[src/ssf_pkg.sv]
package ssf_pkg;

  // Event codes
  typedef enum logic [3:0] {
    OP_POWER_ON      = 4'd0,
    OP_SELFTEST_OK   = 4'd1,
    OP_SELFTEST_FAIL = 4'd2,
    OP_TICK          = 4'd3,
    OP_SENSOR        = 4'd4,
    OP_LINK          = 4'd5,
    OP_DEADLINE      = 4'd6,
    OP_DIVERGE       = 4'd7,
    OP_CAUSE_CLEARED = 4'd8,
    OP_SECOND_FAULT  = 4'd9,
    OP_STOP          = 4'd10,
    OP_CLEAR         = 4'd11,
    OP_WATCHDOG      = 4'd12,
    OP_VIOLATION     = 4'd13,
    OP_REINIT        = 4'd14,
    OP_UNDEF         = 4'd15
  } op_t;

  // Supervisor mode, one-hot
  typedef enum logic [4:0] {
    MODE_INIT = 5'b00001,
    MODE_RUN  = 5'b00010,
    MODE_DEG  = 5'b00100,
    MODE_SAFE = 5'b01000,
    MODE_HALT = 5'b10000
  } mode_t;

  // Encoded mode on the result beat
  localparam logic [2:0] CODE_INIT = 3'd0;
  localparam logic [2:0] CODE_RUN  = 3'd1;
  localparam logic [2:0] CODE_DEG  = 3'd2;
  localparam logic [2:0] CODE_SAFE = 3'd3;
  localparam logic [2:0] CODE_HALT = 3'd4;

  // Fault flag bits
  localparam logic [8:0] F_WDOG    = 9'h001;
  localparam logic [8:0] F_INIT    = 9'h002;
  localparam logic [8:0] F_ESC     = 9'h004;
  localparam logic [8:0] F_INT     = 9'h008;
  localparam logic [8:0] F_OPSTOP  = 9'h010;
  localparam logic [8:0] F_SENSOR  = 9'h020;
  localparam logic [8:0] F_LINK    = 9'h040;
  localparam logic [8:0] F_TIMING  = 9'h080;
  localparam logic [8:0] F_DIVERGE = 9'h100;

  // Register map (word index)
  localparam logic [2:0] REG_INIT_TIMEOUT = 3'd0;
  localparam logic [2:0] REG_DEGRADE_MAX  = 3'd1;
  localparam logic [2:0] REG_RECOVER      = 3'd2;
  localparam logic [2:0] REG_SAFE_OUTPUT  = 3'd3;
  localparam logic [2:0] REG_NUMERATOR    = 3'd4;
  localparam logic [2:0] REG_DENOMINATOR  = 3'd5;

  localparam int ADDR_BITS = 5;
  localparam int DATA_BITS = 32;

  typedef struct packed {
    logic [31:0]        init_timeout;
    logic [31:0]        degrade_max;
    logic [31:0]        recover;
    logic signed [31:0] safe_output;
    logic [15:0]        numerator;
    logic [15:0]        denominator;
  } cfg_t;

  // Sequencer states, one-hot
  typedef enum logic [5:0] {
    SEQ_IDLE = 6'b000001,
    SEQ_EVAL = 6'b000010,
    SEQ_MUL  = 6'b000100,
    SEQ_DIV  = 6'b001000,
    SEQ_FIN  = 6'b010000,
    SEQ_LOAD = 6'b100000
  } seq_t;

  typedef struct packed {
    logic capture;
    logic eval;
    logic mul;
    logic div_step;
    logic fin;
    logic load;
  } cmd_t;

  typedef struct packed {
    logic deg_next;
    logic den_zero;
    logic div_last;
    logic out_free;
  } sts_t;

  function automatic logic [2:0] mode_code(input mode_t m);
    logic [2:0] c;
    case (m)
      MODE_INIT: c = CODE_INIT;
      MODE_RUN:  c = CODE_RUN;
      MODE_DEG:  c = CODE_DEG;
      MODE_SAFE: c = CODE_SAFE;
      MODE_HALT: c = CODE_HALT;
      default:   c = CODE_INIT;
    endcase
    return c;
  endfunction

endpackage

[src/ssf_regs.sv]
module ssf_regs (
  input  logic                           clk,
  input  logic                           rst,
  input  logic                           psel,
  input  logic                           penable,
  input  logic                           pwrite,
  input  logic [ssf_pkg::ADDR_BITS-1:0]  paddr,
  input  logic [ssf_pkg::DATA_BITS-1:0]  pwdata,
  output logic [ssf_pkg::DATA_BITS-1:0]  prdata,
  output logic                           pready,
  output ssf_pkg::cfg_t                  cfg
);

  logic       wr;
  logic [2:0] idx;

  assign pready = 1'b1;
  assign wr     = psel && penable && pwrite;
  assign idx    = paddr[ssf_pkg::ADDR_BITS-1:2];

  always_ff @(posedge clk) begin
    if (rst) begin
      cfg.init_timeout <= 32'd1000;
      cfg.degrade_max  <= 32'd5000;
      cfg.recover      <= 32'd500;
      cfg.safe_output  <= 32'sd0;
      cfg.numerator    <= 16'd1;
      cfg.denominator  <= 16'd2;
    end else if (wr) begin
      case (idx)
        ssf_pkg::REG_INIT_TIMEOUT: cfg.init_timeout <= pwdata;
        ssf_pkg::REG_DEGRADE_MAX:  cfg.degrade_max  <= pwdata;
        ssf_pkg::REG_RECOVER:      cfg.recover      <= pwdata;
        ssf_pkg::REG_SAFE_OUTPUT:  cfg.safe_output  <= $signed(pwdata);
        ssf_pkg::REG_NUMERATOR:    cfg.numerator    <= pwdata[15:0];
        ssf_pkg::REG_DENOMINATOR:  cfg.denominator  <= pwdata[15:0];
        default: ;
      endcase
    end
  end

  always_comb begin
    case (idx)
      ssf_pkg::REG_INIT_TIMEOUT: prdata = cfg.init_timeout;
      ssf_pkg::REG_DEGRADE_MAX:  prdata = cfg.degrade_max;
      ssf_pkg::REG_RECOVER:      prdata = cfg.recover;
      ssf_pkg::REG_SAFE_OUTPUT:  prdata = cfg.safe_output;
      ssf_pkg::REG_NUMERATOR:    prdata = {16'd0, cfg.numerator};
      ssf_pkg::REG_DENOMINATOR:  prdata = {16'd0, cfg.denominator};
      default:                   prdata = '0;
    endcase
  end

endmodule

[src/ssf_ctrl.sv]
module ssf_ctrl (
  input  logic          clk,
  input  logic          rst,
  input  logic          in_valid,
  output logic          in_stall,
  input  ssf_pkg::sts_t sts,
  output ssf_pkg::cmd_t cmd
);

  ssf_pkg::seq_t state, state_next;

  always_ff @(posedge clk) begin
    if (rst) state <= ssf_pkg::SEQ_IDLE;
    else     state <= state_next;
  end

  always_comb begin
    state_next = state;
    cmd        = '0;
    case (state)
      ssf_pkg::SEQ_IDLE: begin
        if (in_valid) begin
          cmd.capture = 1'b1;
          state_next  = ssf_pkg::SEQ_EVAL;
        end
      end
      ssf_pkg::SEQ_EVAL: begin
        cmd.eval = 1'b1;
        if (sts.deg_next && !sts.den_zero) state_next = ssf_pkg::SEQ_MUL;
        else                               state_next = ssf_pkg::SEQ_LOAD;
      end
      ssf_pkg::SEQ_MUL: begin
        cmd.mul    = 1'b1;
        state_next = ssf_pkg::SEQ_DIV;
      end
      ssf_pkg::SEQ_DIV: begin
        cmd.div_step = 1'b1;
        if (sts.div_last) state_next = ssf_pkg::SEQ_FIN;
      end
      ssf_pkg::SEQ_FIN: begin
        cmd.fin    = 1'b1;
        state_next = ssf_pkg::SEQ_LOAD;
      end
      ssf_pkg::SEQ_LOAD: begin
        if (sts.out_free) begin
          cmd.load   = 1'b1;
          state_next = ssf_pkg::SEQ_IDLE;
        end
      end
      default: state_next = ssf_pkg::SEQ_IDLE;
    endcase
  end

  assign in_stall = (state != ssf_pkg::SEQ_IDLE);

endmodule

[src/ssf_clamp.sv]
// Degraded clamp: safe + trunc((desired - safe) * num / den), saturated.
// Restoring division on the magnitude, two quotient bits per cycle.
module ssf_clamp (
  input  logic                clk,
  input  ssf_pkg::cmd_t       cmd,
  input  logic signed [31:0]  desired,
  input  ssf_pkg::cfg_t       cfg,
  output logic                div_last,
  output logic                den_zero,
  output logic signed [31:0]  result
);

  localparam int DB     = 50;          // |product| < 2^48, padded to even
  localparam int STEPS  = DB / 2;
  localparam int CNT_W  = $clog2(STEPS);
  localparam int SW     = DB + 2;
  localparam logic signed [SW-1:0] SAT_HI = SW'(32'sh7FFFFFFF);
  localparam logic signed [SW-1:0] SAT_LO = SW'(32'sh80000000);

  logic signed [32:0]   span;
  logic signed [DB-1:0] prod;
  logic [DB-1:0]        mag, mag_next;
  logic [15:0]          rem, rem_next;
  logic [16:0]          sh;
  logic                 neg;
  logic [CNT_W-1:0]     cnt;
  logic signed [SW-1:0] qs, sum;

  assign span     = 33'(desired) - 33'(cfg.safe_output);
  assign prod     = span * $signed({1'b0, cfg.numerator});
  assign den_zero = (cfg.denominator == 16'd0);
  assign div_last = (cnt == CNT_W'(STEPS - 1));

  always_comb begin
    rem_next = rem;
    mag_next = mag;
    sh       = '0;
    for (int k = 0; k < 2; k++) begin
      sh       = {rem_next, mag_next[DB-1]};
      mag_next = {mag_next[DB-2:0], 1'b0};
      if (sh >= {1'b0, cfg.denominator}) begin
        sh          = sh - {1'b0, cfg.denominator};
        mag_next[0] = 1'b1;
      end
      rem_next = sh[15:0];
    end
  end

  always_comb begin
    qs  = neg ? -$signed({2'b00, mag}) : $signed({2'b00, mag});
    sum = SW'(cfg.safe_output) + qs;
  end

  always_ff @(posedge clk) begin
    if (cmd.mul) begin
      neg <= prod[DB-1];
      mag <= prod[DB-1] ? DB'(-prod) : DB'(prod);
      rem <= '0;
      cnt <= '0;
    end else if (cmd.div_step) begin
      mag <= mag_next;
      rem <= rem_next;
      cnt <= cnt + CNT_W'(1);
    end
    if (cmd.fin) begin
      if (sum > SAT_HI)      result <= 32'sh7FFFFFFF;
      else if (sum < SAT_LO) result <= 32'sh80000000;
      else                   result <= sum[31:0];
    end
  end

endmodule

[src/ssf_core.sv]
// Supervisor state, event evaluation and result register.
module ssf_core #(
  parameter int TIME_BITS  = 32,
  parameter int COUNT_BITS = 32
) (
  input  logic                clk,
  input  logic                rst,
  input  ssf_pkg::cmd_t       cmd,
  input  ssf_pkg::cfg_t       cfg,
  input  logic [3:0]          operation,
  input  logic [31:0]         now_ms,
  input  logic signed [31:0]  desired_output,
  input  logic                carry_watchdog,
  input  logic                den_zero,
  input  logic signed [31:0]  clamp_result,
  output logic signed [31:0]  desired_q,
  output logic                deg_next,
  output logic                out_free,
  output logic                out_valid,
  input  logic                out_stall,
  output logic [2:0]          new_state,
  output logic                actuation_allowed,
  output logic signed [31:0]  drive_output,
  output logic [8:0]          fault_flags,
  output logic [31:0]         rejected_count,
  output logic [31:0]         transition_count
);

  localparam int TW = (TIME_BITS > 32) ? TIME_BITS : 32;
  localparam int CW = (COUNT_BITS > 32) ? COUNT_BITS : 32;

  typedef struct packed {
    ssf_pkg::mode_t        mode;
    logic [8:0]            fm;
    logic                  sw;
    logic [TIME_BITS-1:0]  lt;
    logic [TIME_BITS-1:0]  ea;
    logic [TIME_BITS-1:0]  ca;
    logic [TIME_BITS-1:0]  isa;
    logic                  da;
    logic [COUNT_BITS-1:0] rt;
    logic [COUNT_BITS-1:0] tt;
  } sv_t;

  function automatic sv_t go(input sv_t s, input ssf_pkg::mode_t nx,
                             input logic [TIME_BITS-1:0] at);
    sv_t r;
    r      = s;
    r.mode = nx;
    r.ea   = at;
    r.tt   = s.tt + COUNT_BITS'(1);
    if (nx != ssf_pkg::MODE_DEG) begin
      r.da = 1'b0;
      r.ca = '0;
    end
    return r;
  endfunction

  ssf_pkg::op_t         op_q;
  logic [31:0]          now_q;
  logic                 carry_q;
  sv_t                  cur, s;
  logic [TW-1:0]        now_w;
  logic [TIME_BITS-1:0] t, dt, dt2;
  logic [CW-1:0]        rt_w, tt_w;

  assign now_w = TW'(now_q);
  assign t     = now_w[TIME_BITS-1:0];
  assign rt_w  = CW'(cur.rt);
  assign tt_w  = CW'(cur.tt);

  // item capture
  always_ff @(posedge clk) begin
    if (cmd.capture) begin
      op_q      <= ssf_pkg::op_t'(operation);
      now_q     <= now_ms;
      desired_q <= desired_output;
      carry_q   <= carry_watchdog;
    end
  end

  // next supervisor state
  always_comb begin
    s   = cur;
    dt  = '0;
    dt2 = '0;
    if (op_q == ssf_pkg::OP_REINIT) begin
      s      = '0;
      s.mode = ssf_pkg::MODE_INIT;
      s.sw   = carry_q;
      s.fm   = carry_q ? ssf_pkg::F_WDOG : 9'd0;
    end else if (t < cur.lt) begin
      // time went backwards: halt, stamp with last good time
      s.fm = s.fm | ssf_pkg::F_INT;
      s    = go(s, ssf_pkg::MODE_HALT, cur.lt);
    end else begin
      s.lt = t;
      if (op_q == ssf_pkg::OP_VIOLATION) begin
        s.fm = s.fm | ssf_pkg::F_INT;
        s    = go(s, ssf_pkg::MODE_HALT, t);
      end else if (op_q == ssf_pkg::OP_WATCHDOG) begin
        s.sw  = 1'b1;
        s.fm  = s.fm | ssf_pkg::F_WDOG;
        s.isa = t;
        s     = go(s, ssf_pkg::MODE_INIT, t);
      end else if (op_q == ssf_pkg::OP_STOP &&
                   (cur.mode == ssf_pkg::MODE_RUN || cur.mode == ssf_pkg::MODE_DEG ||
                    cur.mode == ssf_pkg::MODE_INIT)) begin
        s.fm = s.fm | ssf_pkg::F_OPSTOP;
        s    = go(s, ssf_pkg::MODE_SAFE, t);
      end else begin
        case (cur.mode)
          ssf_pkg::MODE_INIT: begin
            if (op_q == ssf_pkg::OP_POWER_ON) begin
              s.isa = t;
              s.ea  = t;
            end else if (op_q == ssf_pkg::OP_SELFTEST_OK) begin
              s = go(s, ssf_pkg::MODE_RUN, t);
            end else if (op_q == ssf_pkg::OP_SELFTEST_FAIL) begin
              s.fm = s.fm | ssf_pkg::F_INIT;
              s    = go(s, ssf_pkg::MODE_SAFE, t);
            end else if (op_q != ssf_pkg::OP_TICK) begin
              s.rt = s.rt + COUNT_BITS'(1);
            end
          end
          ssf_pkg::MODE_RUN: begin
            if (op_q == ssf_pkg::OP_SENSOR) begin
              s.fm = s.fm | ssf_pkg::F_SENSOR;
              s    = go(s, ssf_pkg::MODE_DEG, t);
            end else if (op_q == ssf_pkg::OP_LINK) begin
              s.fm = s.fm | ssf_pkg::F_LINK;
              s    = go(s, ssf_pkg::MODE_DEG, t);
            end else if (op_q == ssf_pkg::OP_DEADLINE) begin
              s.fm = s.fm | ssf_pkg::F_TIMING;
              s    = go(s, ssf_pkg::MODE_DEG, t);
            end else if (op_q == ssf_pkg::OP_DIVERGE) begin
              s.fm = s.fm | ssf_pkg::F_DIVERGE;
              s    = go(s, ssf_pkg::MODE_SAFE, t);
            end else if (op_q != ssf_pkg::OP_TICK) begin
              s.rt = s.rt + COUNT_BITS'(1);
            end
          end
          ssf_pkg::MODE_DEG: begin
            if (op_q == ssf_pkg::OP_CAUSE_CLEARED) begin
              if (!cur.da) begin
                s.da = 1'b1;
                s.ca = t;
              end
            end else if (op_q == ssf_pkg::OP_SENSOR || op_q == ssf_pkg::OP_LINK ||
                         op_q == ssf_pkg::OP_DEADLINE) begin
              s.da = 1'b0;
              s.ca = '0;
              if (op_q == ssf_pkg::OP_LINK)          s.fm = s.fm | ssf_pkg::F_LINK;
              else if (op_q == ssf_pkg::OP_DEADLINE) s.fm = s.fm | ssf_pkg::F_TIMING;
              else                                   s.fm = s.fm | ssf_pkg::F_SENSOR;
            end else if (op_q == ssf_pkg::OP_SECOND_FAULT) begin
              s.fm = s.fm | ssf_pkg::F_ESC;
              s    = go(s, ssf_pkg::MODE_SAFE, t);
            end else if (op_q == ssf_pkg::OP_DIVERGE) begin
              s.fm = s.fm | ssf_pkg::F_DIVERGE;
              s    = go(s, ssf_pkg::MODE_SAFE, t);
            end else if (op_q != ssf_pkg::OP_TICK) begin
              s.rt = s.rt + COUNT_BITS'(1);
            end
          end
          ssf_pkg::MODE_SAFE: begin
            if (op_q == ssf_pkg::OP_CLEAR) begin
              s.fm  = cur.sw ? ssf_pkg::F_WDOG : 9'd0;
              s.isa = t;
              s     = go(s, ssf_pkg::MODE_INIT, t);
            end else if (op_q != ssf_pkg::OP_TICK) begin
              s.rt = s.rt + COUNT_BITS'(1);
            end
          end
          default: begin
            if (op_q != ssf_pkg::OP_TICK) s.rt = s.rt + COUNT_BITS'(1);
          end
        endcase

        // timers, on the mode just reached
        case (s.mode)
          ssf_pkg::MODE_INIT: begin
            dt = t - s.isa;
            if (TW'(dt) >= TW'(cfg.init_timeout)) begin
              s.fm = s.fm | ssf_pkg::F_INIT;
              s    = go(s, ssf_pkg::MODE_SAFE, t);
            end
          end
          ssf_pkg::MODE_DEG: begin
            dt  = t - s.ea;
            dt2 = t - s.ca;
            if (TW'(dt) >= TW'(cfg.degrade_max)) begin
              s.fm = s.fm | ssf_pkg::F_ESC;
              s    = go(s, ssf_pkg::MODE_SAFE, t);
            end else if (s.da && TW'(dt2) >= TW'(cfg.recover)) begin
              s.fm = s.fm & ssf_pkg::F_WDOG;
              s    = go(s, ssf_pkg::MODE_RUN, t);
            end
          end
          default: ;
        endcase
      end
    end
  end

  assign deg_next = (s.mode == ssf_pkg::MODE_DEG);
  assign out_free = !out_valid || !out_stall;

  always_ff @(posedge clk) begin
    if (rst) cur <= '{mode: ssf_pkg::MODE_INIT, default: '0};
    else if (cmd.eval) cur <= s;
  end

  // result register
  always_ff @(posedge clk) begin
    if (rst)           out_valid <= 1'b0;
    else if (cmd.load) out_valid <= 1'b1;
    else if (!out_stall) out_valid <= 1'b0;
  end

  always_ff @(posedge clk) begin
    if (cmd.load) begin
      new_state         <= ssf_pkg::mode_code(cur.mode);
      actuation_allowed <= (cur.mode == ssf_pkg::MODE_RUN) ||
                           (cur.mode == ssf_pkg::MODE_DEG);
      if (cur.mode == ssf_pkg::MODE_RUN)                   drive_output <= desired_q;
      else if (cur.mode == ssf_pkg::MODE_DEG && !den_zero) drive_output <= clamp_result;
      else                                                 drive_output <= cfg.safe_output;
      fault_flags       <= cur.fm;
      rejected_count    <= rt_w[31:0];
      transition_count  <= tt_w[31:0];
    end
  end

endmodule

[src/safety_supervisor_fsm.sv]
// Channel   Direction  Handshake            Beat contents
// in        sink       in_valid / in_stall  operation, now_ms, desired_output, carry_watchdog
// out       source     out_valid/out_stall  new_state, actuation_allowed, drive_output,
//                                           fault_flags, rejected_count, transition_count
// cfg       APB slave  psel/penable/pready  six registers at byte address 4*i
//
// One beat at a time. A beat goes from eval straight to load when the new
// mode is not degraded or the clamp denominator is zero; otherwise it passes
// the clamp multiply, the restoring divider (two quotient bits per cycle)
// and a finish step first. Synchronous active-high rst restores
// register defaults and the init mode. The result register lets the next beat
// be taken while the last result is stalled; the sequencer waits only if a new
// result is ready first.
module safety_supervisor_fsm #(
  parameter int TIME_BITS  = 32,
  parameter int COUNT_BITS = 32
) (
  input  logic                          clk,
  input  logic                          rst,
  // input beats
  input  logic                          in_valid,
  output logic                          in_stall,
  input  logic [3:0]                    operation,
  input  logic [31:0]                   now_ms,
  input  logic signed [31:0]            desired_output,
  input  logic                          carry_watchdog,
  // result beats
  output logic                          out_valid,
  input  logic                          out_stall,
  output logic [2:0]                    new_state,
  output logic                          actuation_allowed,
  output logic signed [31:0]            drive_output,
  output logic [8:0]                    fault_flags,
  output logic [31:0]                   rejected_count,
  output logic [31:0]                   transition_count,
  // configuration
  input  logic                          psel,
  input  logic                          penable,
  input  logic                          pwrite,
  input  logic [ssf_pkg::ADDR_BITS-1:0] paddr,
  input  logic [ssf_pkg::DATA_BITS-1:0] pwdata,
  output logic [ssf_pkg::DATA_BITS-1:0] prdata,
  output logic                          pready
);

  ssf_pkg::cfg_t      cfg;
  ssf_pkg::cmd_t      cmd;
  ssf_pkg::sts_t      sts;
  logic signed [31:0] desired_q;
  logic signed [31:0] clamp_result;
  logic               deg_next;
  logic               out_free;
  logic               den_zero;
  logic               div_last;

  // status gathered from core and clamp for the sequencer
  assign sts = '{deg_next: deg_next, den_zero: den_zero,
                 div_last: div_last, out_free: out_free};

  ssf_regs u_regs (
    .clk     (clk),
    .rst     (rst),
    .psel    (psel),
    .penable (penable),
    .pwrite  (pwrite),
    .paddr   (paddr),
    .pwdata  (pwdata),
    .prdata  (prdata),
    .pready  (pready),
    .cfg     (cfg)
  );

  // sequencer: idle -> eval -> (mul -> div x25 -> fin) -> load
  ssf_ctrl u_ctrl (
    .clk      (clk),
    .rst      (rst),
    .in_valid (in_valid),
    .in_stall (in_stall),
    .sts      (sts),
    .cmd      (cmd)
  );

  // supervisor mode, flags, timestamps, counters, result register
  ssf_core #(
    .TIME_BITS  (TIME_BITS),
    .COUNT_BITS (COUNT_BITS)
  ) u_core (
    .clk               (clk),
    .rst               (rst),
    .cmd               (cmd),
    .cfg               (cfg),
    .operation         (operation),
    .now_ms            (now_ms),
    .desired_output    (desired_output),
    .carry_watchdog    (carry_watchdog),
    .den_zero          (den_zero),
    .clamp_result      (clamp_result),
    .desired_q         (desired_q),
    .deg_next          (deg_next),
    .out_free          (out_free),
    .out_valid         (out_valid),
    .out_stall         (out_stall),
    .new_state         (new_state),
    .actuation_allowed (actuation_allowed),
    .drive_output      (drive_output),
    .fault_flags       (fault_flags),
    .rejected_count    (rejected_count),
    .transition_count  (transition_count)
  );

  // degraded-mode scaling about the safe value
  ssf_clamp u_clamp (
    .clk      (clk),
    .cmd      (cmd),
    .desired  (desired_q),
    .cfg      (cfg),
    .div_last (div_last),
    .den_zero (den_zero),
    .result   (clamp_result)
  );

endmodule

[config.mk]
export PLATFORM = sky130hd
export DESIGN_NAME = safety_supervisor_fsm
export DESIGN_NICKNAME = d
export VERILOG_FILES = /design/src/ssf_pkg.sv /design/src/ssf_regs.sv /design/src/ssf_ctrl.sv /design/src/ssf_clamp.sv /design/src/ssf_core.sv /design/src/safety_supervisor_fsm.sv
export SDC_FILE = /design/constraint.sdc
export NUM_CORES = 2
export LEC_CHECK = 0
export BUFFER_PORTS_ARGS = -buffer_cell sky130_fd_sc_hd__clkbuf_2
export CORE_UTILIZATION = 62
export CTS_CLUSTER_SIZE = 40
export DETAILED_ROUTE_END_ITERATION = 8
export GPL_TIMING_DRIVEN = 1
export PLACE_DENSITY = 0.87
export SYNTH_ARGS = -nofsm -noshare
export SYNTH_HDL_FRONTEND = slang
export SYNTH_HIERARCHICAL = 1
export SYNTH_SLANG_ARGS = --single-unit
[constraint.sdc]
create_clock -name clk -period 11.5 [get_ports clk]
set_clock_uncertainty 0.1 [all_clocks]
set_input_delay 1.15 -clock clk [delete_from_list [all_inputs] [get_ports clk]]
set_output_delay 1.15 -clock clk [all_outputs]
set_load 0.005 [all_outputs]
==> results.tsv <==
stage	metric	value	unit
worst_hold_path	Hold Path Cell Cnt	0	
synthesis	cell taking the most area after synthesis	fa_1	
power	sequential cell fraction of total power	30.7	%
detailed_routing	DR WL/cell	23.2	µm
synthesis	Mapped Area	0.0681	mm²
timing	Final Hold Vio Count	0	
detailed_routing	Total Routed Length	219000	µm
timing	Achievable Freq	0.0906	GHz
clocking	Setup Fix Bufs, Post-CTS	0	
place	# port buffers	253	
timing	Fin Hold WS	0.337	ns
power	Net Sw Frac	39.2	%
grt	vias in the first global route	60700	
timing	final setup fails	0	
synthesis	synthesis-stage register bit count	657	
power	Comb pwr share	39.4	%
setup_path	Crit-path slowest cell	fa_1	
synthesis	Async S/R FF share, synth	0	%
synthesis	count leader, synth	inv_1	
clocking	clock slew at reported path FFs	0.07	ns
floorplanning	DIE AREA	0.111	mm²
outcome	status	finished clean	
clocking	CTS Buffer Depth	3	
synthesis	number of flops mapped to enable cells by yosys	261	
grt	antenna violations before repair	11	
floorplanning	io pins	257	
setup_path	Critical Path AT	11.33	ns
floorplanning	Rows	121	
setup_path	CP max FO	7	
setup_path	WP data required	11.79	ns
floorplanning	core area	0.109	mm²
setup_path	CP Launch Point	u_regs/cfg[33]	
detailed_routing	routed vias	62000	
worst_hold_path	worst hold start	u_core/cur[202]	
setup_path	Critical R2R Launch	u_regs/cfg[33]	
setup_path	Crit path largest cell delay	0.55	ns
timing	Rel. slew slack	22.5	%
timing	Pins Over Slew Limit	0	
worst_hold_path	min-delay worst type	register to register	
detailed_routing	via-per-instance ratio	6.57	
synthesis	yosys warns	6	
place	Detailed Place HPWL	165000	µm
power	P_int	5140	µW
timing	final worst slack	0.460	ns
clocking	H-tree levels	3	
place	DP Cell Count	9299	
place	DP Worst Slack	0.293	ns
detailed_routing	DR pass1 iterations	6	
synthesis	share of the synthesized area in the top cell type	14.8	%
clocking	CTS Root Cell	clkbuf_16	
grt	total grt overflow	0	
final_layout	Final nets	9040	
timing	Final period util	96.0	%
setup_path	Worst Setup End Kind	register	
power	VDD IR-drop max	0.111	mV
clocking	Clock Sinks	657	
timing	worst-margin pin slew	1.15	ns
detailed_routing	DR iter-0 viols	7229	
synthesis	Netlist cell types	121	
power	clock network power share	30.0	%
grt	largest net degree at the start of global routing	112	
floorplanning	Die H	333	µm
detailed_routing	antenna-violating nets left	0	
power	leakage	0.0309	µW
synthesis	Seq/Total Area, Yosys	23.2	%
final_layout	final core utilization	67.4	%
setup_path	worst r2r path cells	36	
synthesis	leading post-synthesis cells by cell area	fa_1 15%, dfxtp_1 12%, edfxtp_1 12%	
timing	min Tclk post-route	11.04	ns
job	max_cap viols	0	
setup_path	worst setup path class	register to register	
grt	first-pass GRT wire length	338000	µm
synthesis	Mean Syn Cell Area	8.63	µm²
place	Final Wtd Congestion	1.03	
clocking	CTS tree	done	
synthesis	syn_nets	8968	
clocking	Skew-Pair Late Insertion Delay	0.68	ns
floorplanning	Die W	333	µm
power	sw power	3310	µW
grt	Total GRT Usage	38.5	%
synthesis	top post-synthesis cells by count	901 x inv_1, 747 x nand2_1, 504 x fa_1	
synthesis	Top FF cell, synth	dfxtp_1	
synthesis	Synth Instances	7890	
power	PwrDens	115	mW/mm²
final_layout	Area Overhead vs Synth	7.75	%
setup_path	crit path launch type	register	
final_layout	proportion of layout cells with a drive suffix above 1	9.37	%
clocking	total CTS buffers	75	
floorplanning	Initial Utilization	62.5	%
detailed_routing	DRC violations left	0	
final_layout	Final Non-Filler Cells	9439	
==> routing by layer <==
layer	global-route usage, %	wire length [µm]	vias to the layer above
met5	0	20	-
met4	21.5	13700	4
met3	9.10	25600	865
met2	59.5	95400	3886
met1	49.8	84300	29700
li1	-	-	27600
==> per-stage QoR <==
stage / cell area [µm²] / total power [µW] / TNS, ns
after floorplan: 68100 / 4860 / 0
after global placement: 70700 / 5710 / 0
after detailed placement: 70700 / 5820 / 0
after CTS: 73300 / 8360 / 0
after global routing: 73300 / 8820 / -0.0606
final: 73300 / 8450 / 0
==> path summary, 6_finish.rpt <==
kind | slack [ns] | end
worst max-delay path | 0.46 | u_clamp/mag[47]
worst min-delay path | 0.34 | u_core/fault_flags[8]
worst max register to register | 0.46 | u_clamp/mag[47]
worst min register to register | 0.34 | u_core/fault_flags[8]
==> flip-flops by register name, indices dropped and copies added (netlist names), 3 cells and up <==
name / flops
u_clamp/result: 32
u_core/desired_q: 32
u_core/new_state: 3
u_core/op_q: 4
u_core/transition_count: 32
u_regs/cfg: 160
u_core/cur: 144
u_core/drive_output: 32
u_clamp/cnt: 5
u_core/tt_w: 32
u_core/fault_flags: 9
u_core/rt_w: 32
u_ctrl/state: 6
u_core/now_q: 32
u_clamp/mag: 50
u_clamp/rem: 16
u_core/rejected_count: 32
==> worst max-delay path, delay by kind of cell, from the launching register on <==
family | cells | cell delay (ns)
simple gates | 10 | 2.96
flops | 1 | 0.44
buf+inv | 7 | 0.69
compound gates | 11 | 2.79
fa+ha+maj | 8 | 3.77
==> power by group through the flow <==
stage          sequential, µW  clock (µW)  combinational [µW]
4_1_cts                  2580        2560                3220
3_5_place_dp             2630           0                3190
2_1_floorplan            2580           0                2280
6_report                 2590        2530                3330
3_3_place_gp             2630           0                3080
5_1_grt                  2590        2640                3590
==> final cells by class <==
| cell class | instances | area, µm² |
|---|---|---|
| Multi-Input combinational cell | 5917 | 47300 |
| Fill cell | 8389 | 35500 |
| Sequential cell | 657 | 15800 |
| Inverter | 903 | 3390 |
| Timing Repair Buffer | 408 | 2480 |
| Clock buffer | 97 | 2150 |
| Tap cell | 1414 | 1770 |
| Clock inverter | 41 | 429 |
| Antenna cell | 2 | 5.00 |
==> logic make-up after synthesis <==
family                   Yosys count  synth area share [%]
adder cells (fa/ha/maj)          968                  23.3
flip-flops                       657                  23.2
multiplexers                     314                  5.00
buffers and inverters           1316                  7.55
other                              1               0.00551
AO/OA/AOI/OAI                   1781                  17.8
XOR/XNOR                         329                  4.23
AND/OR/NAND/NOR                 2524                  18.9
==> timing repair <==
action / in CTS / in global routing
endpoints found under the setup margin: 0 / 49
hold endpoints to repair: 0 / 0
resized for setup: 0 / 8
hold buffers: 0 / 0
==> cell usage in the layout (no fill, tap or decap), types with 64 or more instances in the layout <==
cell / netlist / routed
xor2_1: 100 / 100
a31oi_1: 65 / 65
a22oi_1: 86 / 86
mux2i_1: 251 / 251
nand4_1: 81 / 81
o21a_1: 66 / 66
nand2_1: 747 / 746
ha_1: 461 / 461
a21o_1: 148 / 148
inv_1: 901 / 900
clkbuf_2: 0 / 252
a211oi_1: 72 / 71
nand3_1: 171 / 169
a21oi_1: 446 / 446
buf_4: 13 / 152
o31ai_1: 65 / 64
nor2_1: 455 / 447
o211ai_1: 75 / 75
fa_1: 504 / 504
and2_1: 260 / 260
nor3_1: 139 / 138
nand2b_1: 235 / 235
edfxtp_1: 261 / 261
xnor2_1: 229 / 227
dfxtp_1: 396 / 389
clkbuf_16: 0 / 80
nor2b_1: 70 / 70
o21ai_0: 325 / 324
No activity file was read; power rests on OpenSTA's default activity.
